### src/design/qlt_pkg.sv
`timescale 1ns / 1ps

package qlt_pkg;

  typedef struct packed {
    logic [7:0] byte_in;
    logic       end_of_stream;
  } item_t;

  typedef struct packed {
    logic [7:0]  token_byte;
    logic        token_byte_valid;
    logic        token_end;
    logic        line_end;
    logic        line_error;
    logic        stream_end;
    logic [15:0] line_count;
    logic [15:0] column;
  } result_t;

  localparam int unsigned OutCountBits = 16;

endpackage

### src/design/qlt_lexer.sv
`timescale 1ns / 1ps

module qlt_lexer #(
  parameter int unsigned LINE_BITS   = 16,
  parameter int unsigned COLUMN_BITS = 16
) (
  input  logic             clk,
  input  logic             rst,
  input  logic             accept,
  input  qlt_pkg::item_t   item,
  output qlt_pkg::result_t result
);

  localparam logic [7:0] ChNl  = 8'h0A;
  localparam logic [7:0] ChSp  = 8'h20;
  localparam logic [7:0] ChTab = 8'h09;
  localparam logic [7:0] ChDq  = 8'h22;

  typedef enum logic [1:0] {
    MODE_IDLE   = 2'd0,
    MODE_BARE   = 2'd1,
    MODE_QUOTED = 2'd2,
    MODE_QMARK  = 2'd3
  } mode_t;

  mode_t                  lex_mode, lex_mode_next;
  logic                   token_nonempty, token_nonempty_next;
  logic                   at_line_start, at_line_start_next;
  logic [LINE_BITS-1:0]   line_counter, line_counter_next;
  logic [COLUMN_BITS-1:0] column_counter, column_counter_next;
  logic [COLUMN_BITS-1:0] column_base;
  logic [LINE_BITS-1:0]   line_shown;
  logic [COLUMN_BITS-1:0] column_shown;
  logic [15:0]            line_out, column_out;

  logic [7:0] tb;
  logic       tv, tend, lend, lerr;
  logic       nl, blank, dq;

  assign nl    = (item.byte_in == ChNl);
  assign blank = (item.byte_in == ChSp) || (item.byte_in == ChTab);
  assign dq    = (item.byte_in == ChDq);

  always_comb begin
    lex_mode_next       = lex_mode;
    token_nonempty_next = token_nonempty;
    at_line_start_next  = at_line_start;
    line_counter_next   = line_counter;
    column_counter_next = column_counter;
    column_base         = column_counter;
    tb   = 8'd0;
    tv   = 1'b0;
    tend = 1'b0;
    lend = 1'b0;
    lerr = 1'b0;
    if (item.end_of_stream) begin
      tend = (lex_mode == MODE_BARE) || (lex_mode == MODE_QMARK) ||
             ((lex_mode == MODE_QUOTED) && token_nonempty);
      lend = !at_line_start;
      lex_mode_next       = MODE_IDLE;
      token_nonempty_next = 1'b0;
      at_line_start_next  = 1'b1;
    end else begin
      // a byte after a line start opens the next line
      if (at_line_start) begin
        if (line_counter != {LINE_BITS{1'b1}}) begin
          line_counter_next = line_counter + LINE_BITS'(1);
        end
        column_base        = '0;
        at_line_start_next = 1'b0;
      end
      column_counter_next = column_base;
      if (column_base != {COLUMN_BITS{1'b1}}) begin
        column_counter_next = column_base + COLUMN_BITS'(1);
      end
      unique case (lex_mode)
        MODE_IDLE: begin
          if (nl) begin
            lend = 1'b1;
          end else if (blank) begin
            lend = 1'b0;
          end else if (dq) begin
            lex_mode_next       = MODE_QUOTED;
            token_nonempty_next = 1'b0;
          end else begin
            lex_mode_next       = MODE_BARE;
            tb                  = item.byte_in;
            tv                  = 1'b1;
            token_nonempty_next = 1'b1;
          end
        end
        MODE_BARE: begin
          if (blank || nl) begin
            tend                = 1'b1;
            lend                = nl;
            lex_mode_next       = MODE_IDLE;
            token_nonempty_next = 1'b0;
          end else if (dq) begin
            lerr = 1'b1;
          end else begin
            tb = item.byte_in;
            tv = 1'b1;
          end
        end
        MODE_QUOTED: begin
          if (dq) begin
            lex_mode_next = MODE_QMARK;
          end else if (nl) begin
            lerr = 1'b1;
          end else begin
            tb                  = item.byte_in;
            tv                  = 1'b1;
            token_nonempty_next = 1'b1;
          end
        end
        MODE_QMARK: begin
          // doubled quote stands for one quote
          if (dq) begin
            lex_mode_next       = MODE_QUOTED;
            tb                  = item.byte_in;
            tv                  = 1'b1;
            token_nonempty_next = 1'b1;
          end else if (blank || nl) begin
            tend                = 1'b1;
            lend                = nl;
            lex_mode_next       = MODE_IDLE;
            token_nonempty_next = 1'b0;
          end else begin
            lerr = 1'b1;
          end
        end
        default: begin
          lerr = 1'b0;
        end
      endcase
      if (lerr || lend) begin
        lex_mode_next       = MODE_IDLE;
        token_nonempty_next = 1'b0;
        at_line_start_next  = 1'b1;
      end
    end
  end

  assign line_shown   = line_counter_next;
  assign column_shown = column_counter_next;

  // clamp wide counters to the 16-bit result fields
  if (LINE_BITS > qlt_pkg::OutCountBits) begin : g_line_clamp
    assign line_out = (|line_shown[LINE_BITS-1:qlt_pkg::OutCountBits]) ? 16'hFFFF
                    : line_shown[qlt_pkg::OutCountBits-1:0];
  end else begin : g_line_ext
    assign line_out = 16'(line_shown);
  end

  if (COLUMN_BITS > qlt_pkg::OutCountBits) begin : g_col_clamp
    assign column_out = (|column_shown[COLUMN_BITS-1:qlt_pkg::OutCountBits]) ? 16'hFFFF
                      : column_shown[qlt_pkg::OutCountBits-1:0];
  end else begin : g_col_ext
    assign column_out = 16'(column_shown);
  end

  always_comb begin
    result.token_byte       = tb;
    result.token_byte_valid = tv;
    result.token_end        = tend;
    result.line_end         = lend;
    result.line_error       = lerr;
    result.stream_end       = item.end_of_stream;
    result.line_count       = line_out;
    result.column           = column_out;
  end

  always_ff @(posedge clk) begin
    if (rst) begin
      lex_mode       <= MODE_IDLE;
      token_nonempty <= 1'b0;
      at_line_start  <= 1'b1;
      line_counter   <= '0;
      column_counter <= '0;
    end else if (accept) begin
      lex_mode       <= lex_mode_next;
      token_nonempty <= token_nonempty_next;
      at_line_start  <= at_line_start_next;
      line_counter   <= line_counter_next;
      column_counter <= column_counter_next;
    end
  end

endmodule

### src/design/qlt_skid.sv
`timescale 1ns / 1ps

module qlt_skid (
  input  logic             clk,
  input  logic             rst,
  input  logic             push,
  input  qlt_pkg::result_t push_data,
  output logic             full,
  output logic             result_valid,
  input  logic             result_stall,
  output qlt_pkg::result_t result
);

  logic             skid_valid;
  qlt_pkg::result_t skid_data;
  logic             out_free;

  assign full     = skid_valid;
  assign out_free = !result_valid || !result_stall;

  always_ff @(posedge clk) begin
    if (rst) begin
      result_valid <= 1'b0;
      skid_valid   <= 1'b0;
    end else if (out_free) begin
      if (skid_valid) begin
        result_valid <= 1'b1;
        skid_valid   <= 1'b0;
      end else begin
        result_valid <= push;
      end
    end else if (push) begin
      // output held, park the new request
      skid_valid <= 1'b1;
    end
  end

  always_ff @(posedge clk) begin
    if (out_free) begin
      if (skid_valid) begin
        result <= skid_data;
      end else if (push) begin
        result <= push_data;
      end
    end else if (push) begin
      skid_data <= push_data;
    end
  end

endmodule

### src/design/quoted_line_tokenizer.sv
`timescale 1ns / 1ps
// a result is registered in the output register, or parked in the skid entry while the output is held
// throughput: one byte per cycle while item_stall is low; a skid entry lets a byte in while a result waits
// item_stall rises only when the output and the skid entry are both held
// reset (rst, synchronous): lexer between tokens at a line start, counters zero,
// output and skid entry empty

module quoted_line_tokenizer #(
  parameter int unsigned LINE_BITS   = 16,
  parameter int unsigned COLUMN_BITS = 16
) (
  input  logic             clk,
  input  logic             rst,
  input  logic             item_valid,
  output logic             item_stall,
  input  qlt_pkg::item_t   item,
  output logic             result_valid,
  input  logic             result_stall,
  output qlt_pkg::result_t result
);

  logic             accept;
  qlt_pkg::result_t lex_result;

  assign accept = item_valid && !item_stall;

  qlt_lexer #(
    .LINE_BITS  (LINE_BITS),
    .COLUMN_BITS(COLUMN_BITS)
  ) u_lexer (
    .clk   (clk),
    .rst   (rst),
    .accept(accept),
    .item  (item),
    .result(lex_result)
  );

  qlt_skid u_skid (
    .clk         (clk),
    .rst         (rst),
    .push        (accept),
    .push_data   (lex_result),
    .full        (item_stall),
    .result_valid(result_valid),
    .result_stall(result_stall),
    .result      (result)
  );

endmodule

### config.mk
export PLATFORM = sky130hd
export DESIGN_NAME = quoted_line_tokenizer
export DESIGN_NICKNAME = d
export VERILOG_FILES = /design/src/design/qlt_pkg.sv /design/src/design/qlt_lexer.sv /design/src/design/qlt_skid.sv /design/src/design/quoted_line_tokenizer.sv
export SDC_FILE = /design/constraint.sdc
export NUM_CORES = 1
export LEC_CHECK = 0
export BUFFER_PORTS_ARGS = -buffer_cell sky130_fd_sc_hd__buf_2
export CORE_MARGIN = 2
export CORE_UTILIZATION = 64
export CTS_CLUSTER_DIAMETER = 100
export DETAILED_ROUTE_END_ITERATION = 10
export PLACE_DENSITY = 0.85
export SYNTH_ARGS = -nofsm -noshare
export SYNTH_HDL_FRONTEND = slang
export SYNTH_HIERARCHICAL = 1
export SYNTH_SLANG_ARGS = --single-unit
### constraint.sdc
create_clock -name clk -period 6.5 [get_ports clk]
set_input_delay 0 -clock clk [delete_from_list [all_inputs] [get_ports clk]]
set_output_delay 0 -clock clk [all_outputs]
set_load 0.02 [all_outputs]
# [Word level (Yosys, flattened, before mapping)]
# Index checks and enable logic that the tools add are counted.
[totals] out_inout_bits=47 wordCells=124 in_bits=13 reg_bits=128
[classes] bitwise=1 n_reduce_logical=19 n_eq_ne=14 n_addsub=2 muxes=65
[ops] cell="$mux W16" count=7
[ops] cell="$mux W45" count=2
[ops] cell="$mux W8" count=8
[ops] cell="$mux W1" count=33
[ops] cell="$add A16 B1 Y16 const B" count=2
[ops] cell="$ne A16 B16 Y1 const B" count=2
[ops] cell="$pmux W8 S4" count=1
[ops] cell="$eq A8 B4 Y1 const B" count=2
[ops] cell="$eq A8 B6 Y1 const B" count=2
[ops] cell="$mux W2" count=8
[ops] cell="$ne A4 B4 Y1 const B" count=4
[ops] cell="$pmux W1 S4" count=2
[ops] cell="$pmux W2 S4" count=1
[ops] cell="$logic_or A1 B1 Y1" count=6
[ops] cell="$pmux W1 S3" count=2
[ops] cell="$reduce_and A5 Y1" count=1
[ops] cell="$eq A2 B2 Y1 const B" count=2
[ops] cell="$logic_not A1 Y1" count=4
[ops] cell="$ne A4 B3 Y1 const B" count=1
[ops] cell="$reduce_and A2 Y1" count=2
[ops] cell="$reduce_and A4 Y1" count=1
[ops] cell="$eq A2 B1 Y1 const B" count=1
[ops] cell="$logic_and A1 B1 Y1" count=2
[ops] cell="$logic_not A2 Y1" count=1
[ops] cell="other kinds (4)" count=4

# [Logic depth before layout (Yosys ltp)]
# Gate-level depths: netlist (run 1).
[logic_depth] depth_word=10 depth_mapped=10

# [Hierarchy]
# Netlist (run 1), hierarchy kept.
[modules_own_cells] mod="qlt_skid" instances=1 cells_each=148 area_per_inst_um2=3515.9
[modules_own_cells] mod="qlt_lexer" instances=1 cells_each=407 area_per_inst_um2=3012.9
[modules_own_cells] mod="quoted_line_tokenizer" instances=1 cells_each=1 area_per_inst_um2=13.8

# [Least setup slack after synthesis (run 1)]
# Ideal clock, no wire load.
[synth_path] path_type="register to register" startpoint="reg u_skid.skid_valid, in the netlist u_skid/full" endpoint="reg, netlist name u_skid/result[0]" t_required_ns=6.038 path_buffers=2 arrival_time_ns=3.146 path_stages_with_launch=5 setup_ns=0.462 slack_ns=2.892 cell_sequence="dfxtp_1 > buf_6 > buf_12 > nor2_1 > a21oi_1"
[synth_between] elab_chain_cells=4
[synth_lines] item="start: declaration" line="qlt_skid.sv:14" text="logic skid_valid;"
[synth_lines] item="start signal: assignment" line="qlt_skid.sv:24" text="skid_valid <= 1'b0;"
[synth_lines] item="start signal: assignment" line="qlt_skid.sv:28" text="skid_valid <= 1'b0;"
[synth_lines] item="start signal: assignment" line="qlt_skid.sv:34" text="skid_valid <= 1'b1;"
[synth_lines] item="$logic_not A1 Y1" line="quoted_line_tokenizer.sv:25" text="assign accept = item_valid && !item_stall;"
[synth_lines] item="$logic_and A1 B1 Y1" line="quoted_line_tokenizer.sv:25"
[synth_lines] item="$reduce_bool A2 Y1 (no source line) (*)"
[synth_lines] item="$reduce_and A2 Y1 (no source line) (*)"
# Mark *: on every way between the ends. The rest lies on a longest branch, timed or not.
# A chain may end at the register's enable or synchronous reset.

==> impl_results.md, run 1 <==
- Status: completed
- Dpl hpwl: 8070 microns
- Setup Crit Path Kind: register to register
- Root Driver: clkbuf_8
- Switching power: 461 uW
- Syn Area/Cell: around 12 sq um
- Synth top area share: between 40% and 50%
- Slowest CP cell: dfxtp_1
- Yosys top cell by area: edfxtp_1
- PD cells: roughly 280 mW/mm^2
- P&R area growth vs syn: 15.2%
- Final setup violation count: 0
- Crit path largest cell delay: about 0.5 ns
- ANT nets after route: 0
- Clk Latency, worst-skew pair: approximately 0.52 ns
- Post-route cell area: ~0.0075 sq mm
- Post-synth EDFFs: 90
- Core area: between 0.009 and 0.01 sq mm
- DR iter-0 viols: 420
- Req. time, crit path: about 6.8 ns
- Netlist cell types: 69
- CTS tree: done
- CTS max path bufs: 2
- Setup TNS Final: 0 ns
- Nets: around 620
- Ports: 60
- Hold Vio Cnt, Final: 0
- Die H: around 110 microns
- PortBufs: roughly 60
- Final min period: 3.03 ns
- Die ar.: around 0.011 sq mm
- Logic pwr share: under 10%
- Clk pwr share: 49.0%
- Vias per cell: a little over 6
- Layout cell share with drive strength beyond 1: approximately a quarter
- GRT Total Usage: between 20% and 30%
- RSZ-0062 raised after global routing: no
- Sequential area share after synthesis: 52.9%
- H-tree depth: 4
- Slew margin rel.: between 20% and 30%
- Global-route wire length before repair: roughly 22000 microns
- Vias after detailed routing: roughly 4600
- Worst slew pin tran: 1.15 ns
- Mapped Cells: roughly 560
- Worst setup margin: between 3 and 4 ns
- Leak: about 0.0027 uW
- Seq pwr share: a little over two fifths
- Drt drc: 0
- Ant. Diodes: 0
- Max IR drop VDD: approximately 180 uV
- Core Rows: 36
- Post-CTS Resized: 0
- Yosys warning count: 6
- DRT Pass-1 Iters: 5
- Period utilisation layout: 46.6%
- Clk sinks: between 100 and 150
- Worst-path fanout max: 19
- Initial antenna violation count: 0
- Largest net degree at the start of global routing: 48
- Sw frac: approximately 22%
- Maximum clock rate: between 0.3 and 0.4 GHz
- Critical path launch point type: register
- Worst-path clk slew: about 0.060 ns
- GRT overflow: 0
- Crit path DAT: between 3 and 4 ns
- Final Max Slew Viols: 0
- Syn nets: roughly 570
- Synth Flop Type: edfxtp_1
- Detailed Route WL: ~13000 microns
- Placer congestion estimate: roughly 0.9
- Worst hold-check path type: input port to register
- Num CTS Buffers: 17
- Wire per inst: 17.7 microns
- Setup WS pre-CTS: approximately 3.5 ns
- Max_cap viols: 0
- FILL cells: 601
- Number of synthesized register bits: 128
- Placed instance area: around 0.0068 sq mm
- Number of global-route vias before repair: 4511
- Async S/R FF share, synth: 0%
- Synthesized cell area: between 0.006 and 0.007 sq mm
- CP endpoint kind: register
- Initial Util: between 60% and 70%
- Ranking of synthesized cells by area: edfxtp_1, dfxtp_1, mux2_4, nand2_1, nor2_1
- Worst Skew: 0.00767 ns
- Internal cell power: 1630 uW
- CP cell instances: nor2b_4 > ha_1 > nand4b_1 > nor2_1 > a31oi_1 > and4_1 > xnor2_1 > mux2_4
- DIE WIDTH: ~110 microns
## metrics by stage
stage / util [%] / hold WS [ns] / std cells / total power (uW)
after floorplan: - / 0.0691 / 556 / 1040
after global placement: 68.8 / 0.294 / 712 / 1070
after detailed placement: 68.8 / 0.309 / 712 / 1080
after CTS: 76.4 / 0.00963 / 755 / 2100
after global routing: 76.4 / 0.0335 / 755 / 2160
final: 76.4 / 0.0401 / 755 / 2090
## kinds of logic after synthesis
| group | after synthesis | synth area share (%) |
|---|---|---|
| flops | 128 | 52.9 |
| simple gates | 196 | 16.1 |
| xor+xnor | 30 | 4.02 |
| compound gates | 99 | 10.7 |
| fa+ha+maj | 2 | 0.382 |
| buf+inv | 46 | 4.21 |
| mux | 55 | 11.6 |
## worst max-delay path: cells and delay by family (launching register included)
kind / cells / cell delay (ns)
simple gates: 4 / 1.23
flops: 1 / 0.50
compound gates: 1 / 0.36
fa+ha+maj: 1 / 0.28
mux: 1 / 0.26
xor+xnor: 1 / 0.14
## synthesized netlist by cell type, types with 4 or more instances
| library cell | instances |
|---|---|
| edfxtp_1 | 90 |
| nand2_1 | 53 |
| nor2_1 | 40 |
| mux2_4 | 39 |
| dfxtp_1 | 38 |
| a21oi_1 | 23 |
| clkbuf_1 | 23 |
| a31oi_1 | 18 |
| xor2_1 | 16 |
| nand3_1 | 15 |
| xnor2_1 | 14 |
| nor3_1 | 13 |
| mux2_2 | 11 |
| o21ai_0 | 11 |
| and2_1 | 9 |
| o211ai_1 | 9 |
| nand2b_1 | 8 |
| nand4_1 | 8 |
| and3_1 | 7 |
| inv_1 | 7 |
| buf_4 | 5 |
| mux2i_1 | 5 |
| nor2b_1 | 5 |
| nor4_1 | 5 |
| o2111ai_1 | 5 |
| buf_12 | 4 |
| nor3b_1 | 4 |
| o211a_1 | 4 |
## cell usage in the layout (no fill, tap or decap), types with 9 or more instances in the layout
master,instances
and2_1,9
nand3_1,15
nand2_1,53
mux2_2,11
nor2_1,40
o211ai_1,9
a21oi_1,22
nor3_1,13
o21ai_0,11
a31oi_1,18
xnor2_1,14
edfxtp_1,90
xor2_1,16
clkbuf_16,16
buf_2,59
dlygate4sd3_1,11
dfxtp_1,37
mux2_4,39
## power groups by stage
stage          clock network [uW]  logic [uW]  registers [uW]
2_1_floorplan                   0        78.6             960
3_3_place_gp                    0         137             935
3_5_place_dp                    0         140             936
4_1_cts                      1040         147             919
5_1_grt                      1080         157             922
6_report                     1030         147             919
## registers in the layout, summed over array words and instances, names as in the netlist
signal / cells
u_skid/result: 45
u_skid/skid_data: 45
u_lexer/column_counter: 16
u_lexer/line_counter: 16
u_lexer/lex_mode: 2
u_lexer/at_line_start: 1
u_lexer/token_nonempty: 1
u_skid/full: 1
u_skid/result_valid: 1
## per-layer routing
metal	vias up	global-route usage, %	part of all wire (%)	wire length (microns)
met2	200	41.8	49	6580
met4	0	8.86	1.4	181
met1	2252	32.0	43	5790
met5	-	0	0	0
met3	17	6.18	6.1	817
li1	2179	-	-	-
## worst paths after layout
check | start | endpoint | slack [ns] | cells past startpoint
min reg2reg | u_lexer/token_nonempty | u_lexer/token_nonempty | 0.50 | 2
max reg2reg | u_lexer/at_line_start | u_skid/result[3] | 3.47 | 8
max | u_lexer/at_line_start | u_skid/result[3] | 3.47 | 8
min | rst | u_lexer/line_counter[14] | 0.04 | 2
## final cells by class
class | instances | area, sq um | area share, %
sequential | 128 | 3460 | 46.0
multi-input combinational | 382 | 2820 | 37.4
clock buffer | 19 | 432 | 5.73
timing repair buffer | 72 | 420 | 5.58
clock inverter | 13 | 210 | 2.79
tap | 133 | 166 | 2.21
inverter | 8 | 30.0 | 0.398
## what timing repair did
| action | CTS | global route |
|---|---|---|
| hold buffers | 11 | 0 |
| hold endpoints to repair | 36 | 0 |
| setup buffers | 0 | 0 |
(Power assumes the default switching activity.)
==> run 2: changes to the inputs <==
--- a/config.mk
+++ b/config.mk
@@ -7,10 +7,10 @@
 export LEC_CHECK = 0
 export BUFFER_PORTS_ARGS = -buffer_cell sky130_fd_sc_hd__buf_2
 export CORE_MARGIN = 2
-export CORE_UTILIZATION = 64
+export CORE_UTILIZATION = 60
 export CTS_CLUSTER_DIAMETER = 100
 export DETAILED_ROUTE_END_ITERATION = 10
-export PLACE_DENSITY = 0.85
+export PLACE_DENSITY = 0.8
 export SYNTH_ARGS = -nofsm -noshare
 export SYNTH_HDL_FRONTEND = slang
 export SYNTH_HIERARCHICAL = 1
==> constraint.sdc (replaced) <==
create_clock -name clk -period 2.86 [get_ports clk]
set_input_delay 0 -clock clk [delete_from_list [all_inputs] [get_ports clk]]
set_output_delay 0 -clock clk [all_outputs]
set_load 0.02 [all_outputs]
==> impl_results.md, run 2 (synthesized netlist as in run 1, its figures left out) <==
- Placer congestion estimate: slightly below 0.9
- Initial Util: between 60 and 70%
- M3 GR Usage: under 10%
- Number of global-route vias before repair: between 4000 and 5000
- Clk sinks: roughly 130
- Hold Vio Cnt, Final: 0
- Req. time, crit path: about 3.1 ns
- Worst-path fanout max: 9
- Clk pwr share: between 40% and 50%
- Vias after detailed routing: 4628
- Core Rows: 38
- P&R area growth vs syn: 15.2%
- Worst-path clk slew: approximately 0.060 ns
- Wire per inst: 17.6 microns
- Most frequent cells in the layout: edfxtp_1, buf_2, nand2_1
- RSZ-0062 raised after global routing: no
- GRT Total Usage: between 20% and 30%
- DR iter-0 viols: 305
- Largest net degree at the start of global routing: 47
- Seq pwr share: between 40% and 50%
- Maximum clock rate: between 0.3 and 0.4 GHz
- GR peak layer: met2
- Detailed Route WL: between 10000 and 15000 microns
- Root Driver: clkbuf_8
- DIE WIDTH: 108 microns
- Worst Skew: about 0.0057 ns
- Die H: ~110 microns
- Max IR drop VDD: between 300 and 400 uV
- Slew margin rel.: between 40 and 50%
- Drt drc: 0
- Setup TNS Final: 0 ns
- Max_cap viols: 0
- PortBufs: slightly below 60
- Initial antenna violation count: 0
- Met2 usage: 40.4%
- Layout cell share with drive strength beyond 1: between 20% and 30%
- Status: completed
- Leak: roughly 0.0028 uW
- Final min period: around 2.7 ns
- Worst hold-check path type: input port to register
- Final Max Slew Viols: 0
- Crit path DAT: 2.93 ns
- Placed instance area: about 0.0069 sq mm
- Num CTS Buffers: 17
- Global-route wire length before repair: 22000 microns
- Dpl hpwl: 8680 microns
- Worst slew pin tran: approximately 0.82 ns
- CTS max path bufs: 2
- Ant. Diodes: 0
- Internal cell power: between 3000 and 4000 uW
- CP endpoint kind: register
- Period utilisation layout: slightly above 90%
- Commonest non-fill, non-tap cell in the layout: edfxtp_1
- Die ar.: 0.0118 sq mm
- H-tree depth: 4
- ANT nets after route: 0
- DRT Pass-1 Iters: 5
- PD cells: around 580 mW/mm^2
- GRT overflow: 0
- Post-route cell area: approximately 0.0075 sq mm
- Biggest regs: u_skid/result x45, u_skid/skid_data x45
- Postcts setup bufs: 0
- Core Util, Final: between 70% and 80%
- Setup Crit Path Kind: register to register
- GR Layer Usage met1: a little under a third
- Clk Latency, worst-skew pair: ~0.53 ns
- Vias per cell: 5.99
- Critical path launch point type: register
- Switching power: around 1000 uW
- Final setup violation count: 0
- Ports: 60
- CTS tree: done
- Logic pwr share: under 10%
- Nets: around 640
- Sw frac: a little under a quarter
- Core area: about 0.011 sq mm
==> run 2: final timing paths <==
path | startpoint | end | slack (ns) | cells after the start
hold reg to reg | u_lexer/token_nonempty | u_lexer/token_nonempty | 0.49 | 2
setup reg to reg | u_lexer/line_counter[0] | u_skid/result[23] | 0.21 | 8
hold / removal | rst | u_lexer/line_counter[12] | 0.04 | 2
setup / recovery | u_lexer/line_counter[0] | u_skid/result[23] | 0.21 | 8
==> run 2: metal layers <==
layer | share of wire, % | up-vias
met1 | 44 | 2234
met3 | 5.3 | 21
met2 | 49 | 169
li1 | - | 2204
met5 | 0 | -
met4 | 1.4 | 0
==> run 2: critical path, cell delays in order (launching register included) <==
cell	delay (ns)
dfxtp_1	0.34
ha_1	0.27
nand4_1	0.16
or2_0	0.44
buf_4	0.24
o21a_1	0.35
nand3_1	0.14
xnor2_1	0.17
mux2_4	0.28
==> run 2: metrics by stage <==
| stage | total power, uW | hold slack, ns | setup slack [ns] | cells |
|---|---|---|---|---|
| 2_1_floorplan | 2360 | 0.0691 | 0.241 | 556 |
| 5_1_grt | 4480 | 0.0501 | 0.0273 | 773 |
| 3_3_place_gp | 2450 | 0.296 | 0.304 | 732 |
| 4_1_cts | 4370 | 0.0200 | 0.163 | 773 |
| 6_report | 4340 | 0.0405 | 0.208 | 773 |
| 3_5_place_dp | 2460 | 0.315 | 0.174 | 732 |
==> run 2: final cells by class <==
class / count / area, sq um
clock buffers: 20 / 425
well taps: 140 / 175
clock inverters: 11 / 92.6
flip-flops and latches: 128 / 3460
fillers: 763 / 3210
inverters: 8 / 30.0
multi-input cells: 382 / 2820
repair buffers: 84 / 533
==> run 2: power groups by stage <==
stage | logic, uW | clock network [uW] | registers [uW]
floorplan | 179 | 0 | 2180
global placement | 331 | 0 | 2120
detailed placement | 341 | 0 | 2120
CTS | 352 | 1930 | 2080
global route | 378 | 2010 | 2090
finish | 353 | 1900 | 2080
==> run 2: what timing repair did <==
item	4_1_cts	5_1_grt
endpoints found under the setup margin	0	1
resized for setup	0	1
hold endpoints to repair	28	0
hold buffers	10	0
==> run 3: changes to the inputs <==
--- a/config.mk
+++ b/config.mk
@@ -5,12 +5,13 @@
 export SDC_FILE = /design/constraint.sdc
 export NUM_CORES = 1
 export LEC_CHECK = 0
-export BUFFER_PORTS_ARGS = -buffer_cell sky130_fd_sc_hd__buf_2
 export CORE_MARGIN = 2
-export CORE_UTILIZATION = 60
+export CORE_UTILIZATION = 65
+export CTS_BUF_LIST = sky130_fd_sc_hd__clkbuf_8
 export CTS_CLUSTER_DIAMETER = 100
 export DETAILED_ROUTE_END_ITERATION = 10
-export PLACE_DENSITY = 0.8
+export DONT_BUFFER_PORTS = 1
+export PLACE_DENSITY = 0.81
 export SYNTH_ARGS = -nofsm -noshare
 export SYNTH_HDL_FRONTEND = slang
 export SYNTH_HIERARCHICAL = 1
==> constraint.sdc (replaced) <==
create_clock -name clk -period 2.86 [get_ports clk]
set_input_delay 0.286 -clock clk [delete_from_list [all_inputs] [get_ports clk]]
set_output_delay 0.286 -clock clk [all_outputs]
set_load 0.02 [all_outputs]
==> impl_results.md, run 3 (synthesized netlist as in run 1, its figures left out) <==
- Biggest regs: u_skid/result x45, u_skid/skid_data x45
- CTS tree: done
- Core area: 0.00977 sq mm
- ANT nets after route: 0
- Worst hold-check path type: input port to register
- Ports: 60
- Initial antenna violation count: 0
- Detailed Route WL: 12600 microns
- Hold Vio Cnt, Final: 0
- Core Util, Final: a little under three quarters
- Layout cell share with drive strength beyond 1: 18.9%
- Drt drc: 0
- Status: completed
- CP top delay family: simple AND/OR/NAND/NOR gates
- DIE WIDTH: 104 microns
- Worst-path fanout max: 7
- P&R area growth vs syn: 7.38%
- Worst-path clk slew: roughly 0.070 ns
- Vias per cell: ~6.2
- Clk sinks: 128
- GRT overflow: 0
- Die ar.: 0.0109 sq mm
- CP cell instances: nor2b_4 > ha_1 > nand4b_1 > nor2_2 > a31oi_1 > and4_1 > xnor2_1 > mux2_4
- Final Max Slew Viols: 0
- Most frequent cells in the layout: edfxtp_1, nand2_1, nor2_1, mux2_4, dfxtp_1
- Wire per inst: roughly 18 microns
- Initial Util: 66.9%
- Nets: 569
- Root Driver: clkbuf_8
- Largest net degree at the start of global routing: 48
- Worst Skew: just over 0.007 ns
- Period utilisation layout: between 80 and 90%
- Placer congestion estimate: approximately 0.90
- Slowest CP cell: dfxtp_1
- Tot Pwr: between 3000 and 4000 uW
- CTS max path bufs: 2
- GRT Total Usage: a little under a quarter
- Crit path largest cell delay: between 0.3 and 0.4 ns
- Worst hold margin: around 0.053 ns
- Maximum clock rate: 0.389 GHz
- Placed instance area: 0.00660 sq mm
- PortBufs: 0
- PD cells: ~550 mW/mm^2
- R2R cell count: 8
- Critical path launch point type: register
- Crit path DAT: approximately 2.8 ns
- Max_cap viols: 0
- Min-Delay Path Depth: 2
- Global-route wire length before repair: about 21000 microns
- H-tree depth: 4
- Final setup violation count: 0
- Dpl hpwl: around 8300 microns
- Num CTS Buffers: 17
- Commonest non-fill, non-tap cell in the layout: edfxtp_1
- DR iter-0 viols: slightly above 400
- Ant. Diodes: 0
- Setup Crit Path Kind: register to register
- Die H: about 100 microns
- Core Rows: 36
- Max IR drop VDD: about 320 uV
- Setup TNS Final: 0 ns
- Worst slew pin tran: 0.869 ns
- Buf+Inv Stages, Crit Path: 0
- Vias after detailed routing: roughly 4400
- Slew margin rel.: a little over two fifths
- RSZ-0062 raised after global routing: no
- Final min period: 2.57 ns
- Clk Latency, worst-skew pair: 0.43 ns
- Leak: 0.00242 uW
- Post-route cell area: 0.00703 sq mm
- Req. time, crit path: ~3.1 ns
- Postcts setup bufs: 0
- DRT Pass-1 Iters: 5
- CP endpoint kind: register
- Worst path depth: 8
- Number of global-route vias before repair: roughly 4200
-- run 3: power by group --
part / internal, uW / switching, uW / total, uW / leakage, uW
Sequential: 2060 / 90.5 / 2150 / 0.00114
Combinational: 89.1 / 127 / 216 / 0.00108
Clock: 839 / 672 / 1510 / 0.000198
-- run 3: worst reg2reg max path: cells and delay by family, from the launching register on --
kind | cells | cell delay, ns
muxes | 1 | 0.27
AOI/OAI and AO/OA | 1 | 0.24
DFF | 1 | 0.36
xor gates and xnor gates | 1 | 0.14
adders and majority gates | 1 | 0.28
and+or+nand+nor | 4 | 1.03
-- run 3: final timing paths --
path / start / to / slack, ns
setup / recovery: u_lexer/column_counter[0] / u_skid/result[3] / 0.29
hold / removal: item[0] / u_lexer/column_counter[10] / 0.05
setup reg to reg: u_lexer/column_counter[0] / u_skid/result[3] / 0.29
hold reg to reg: u_lexer/token_nonempty / u_lexer/token_nonempty / 0.49
-- run 3: what timing repair did --
item,CTS,global route
hold endpoints to repair,32,0
setup endpoints to repair,0,1
hold buffers,3,0
resized for setup,0,1
-- run 3: area by class of cell --
| cell class | count | area [sq um] |
|---|---|---|
| sequential | 128 | 3460 |
| clock buffer | 17 | 234 |
| timing repair buffer | 17 | 158 |
| tap | 133 | 166 |
| fill | 677 | 2750 |
| inverter | 8 | 30.0 |
| clock inverter | 15 | 154 |
| multi-input combinational | 382 | 2820 |
-- run 3: stage by stage --
| step | setup slack [ns] | instances |
|---|---|---|
| global placement | 0.330 | 665 |
| global route | 0.149 | 700 |
| finish | 0.291 | 700 |
| detailed placement | 0.208 | 665 |
| floorplan | 0.241 | 556 |
| CTS | 0.195 | 700 |
-- run 3: layer usage --
metal  part of all wire, %  up-vias  track usage, %  routed length, microns
met4                   2.9        0            11.0                     358
li1                      -     2075               -                       -
met2                    47      179            37.5                    5920
met3                   6.3       40            5.26                     794
met5                     0        -               0                       0
met1                    44     2072            31.5                    5490
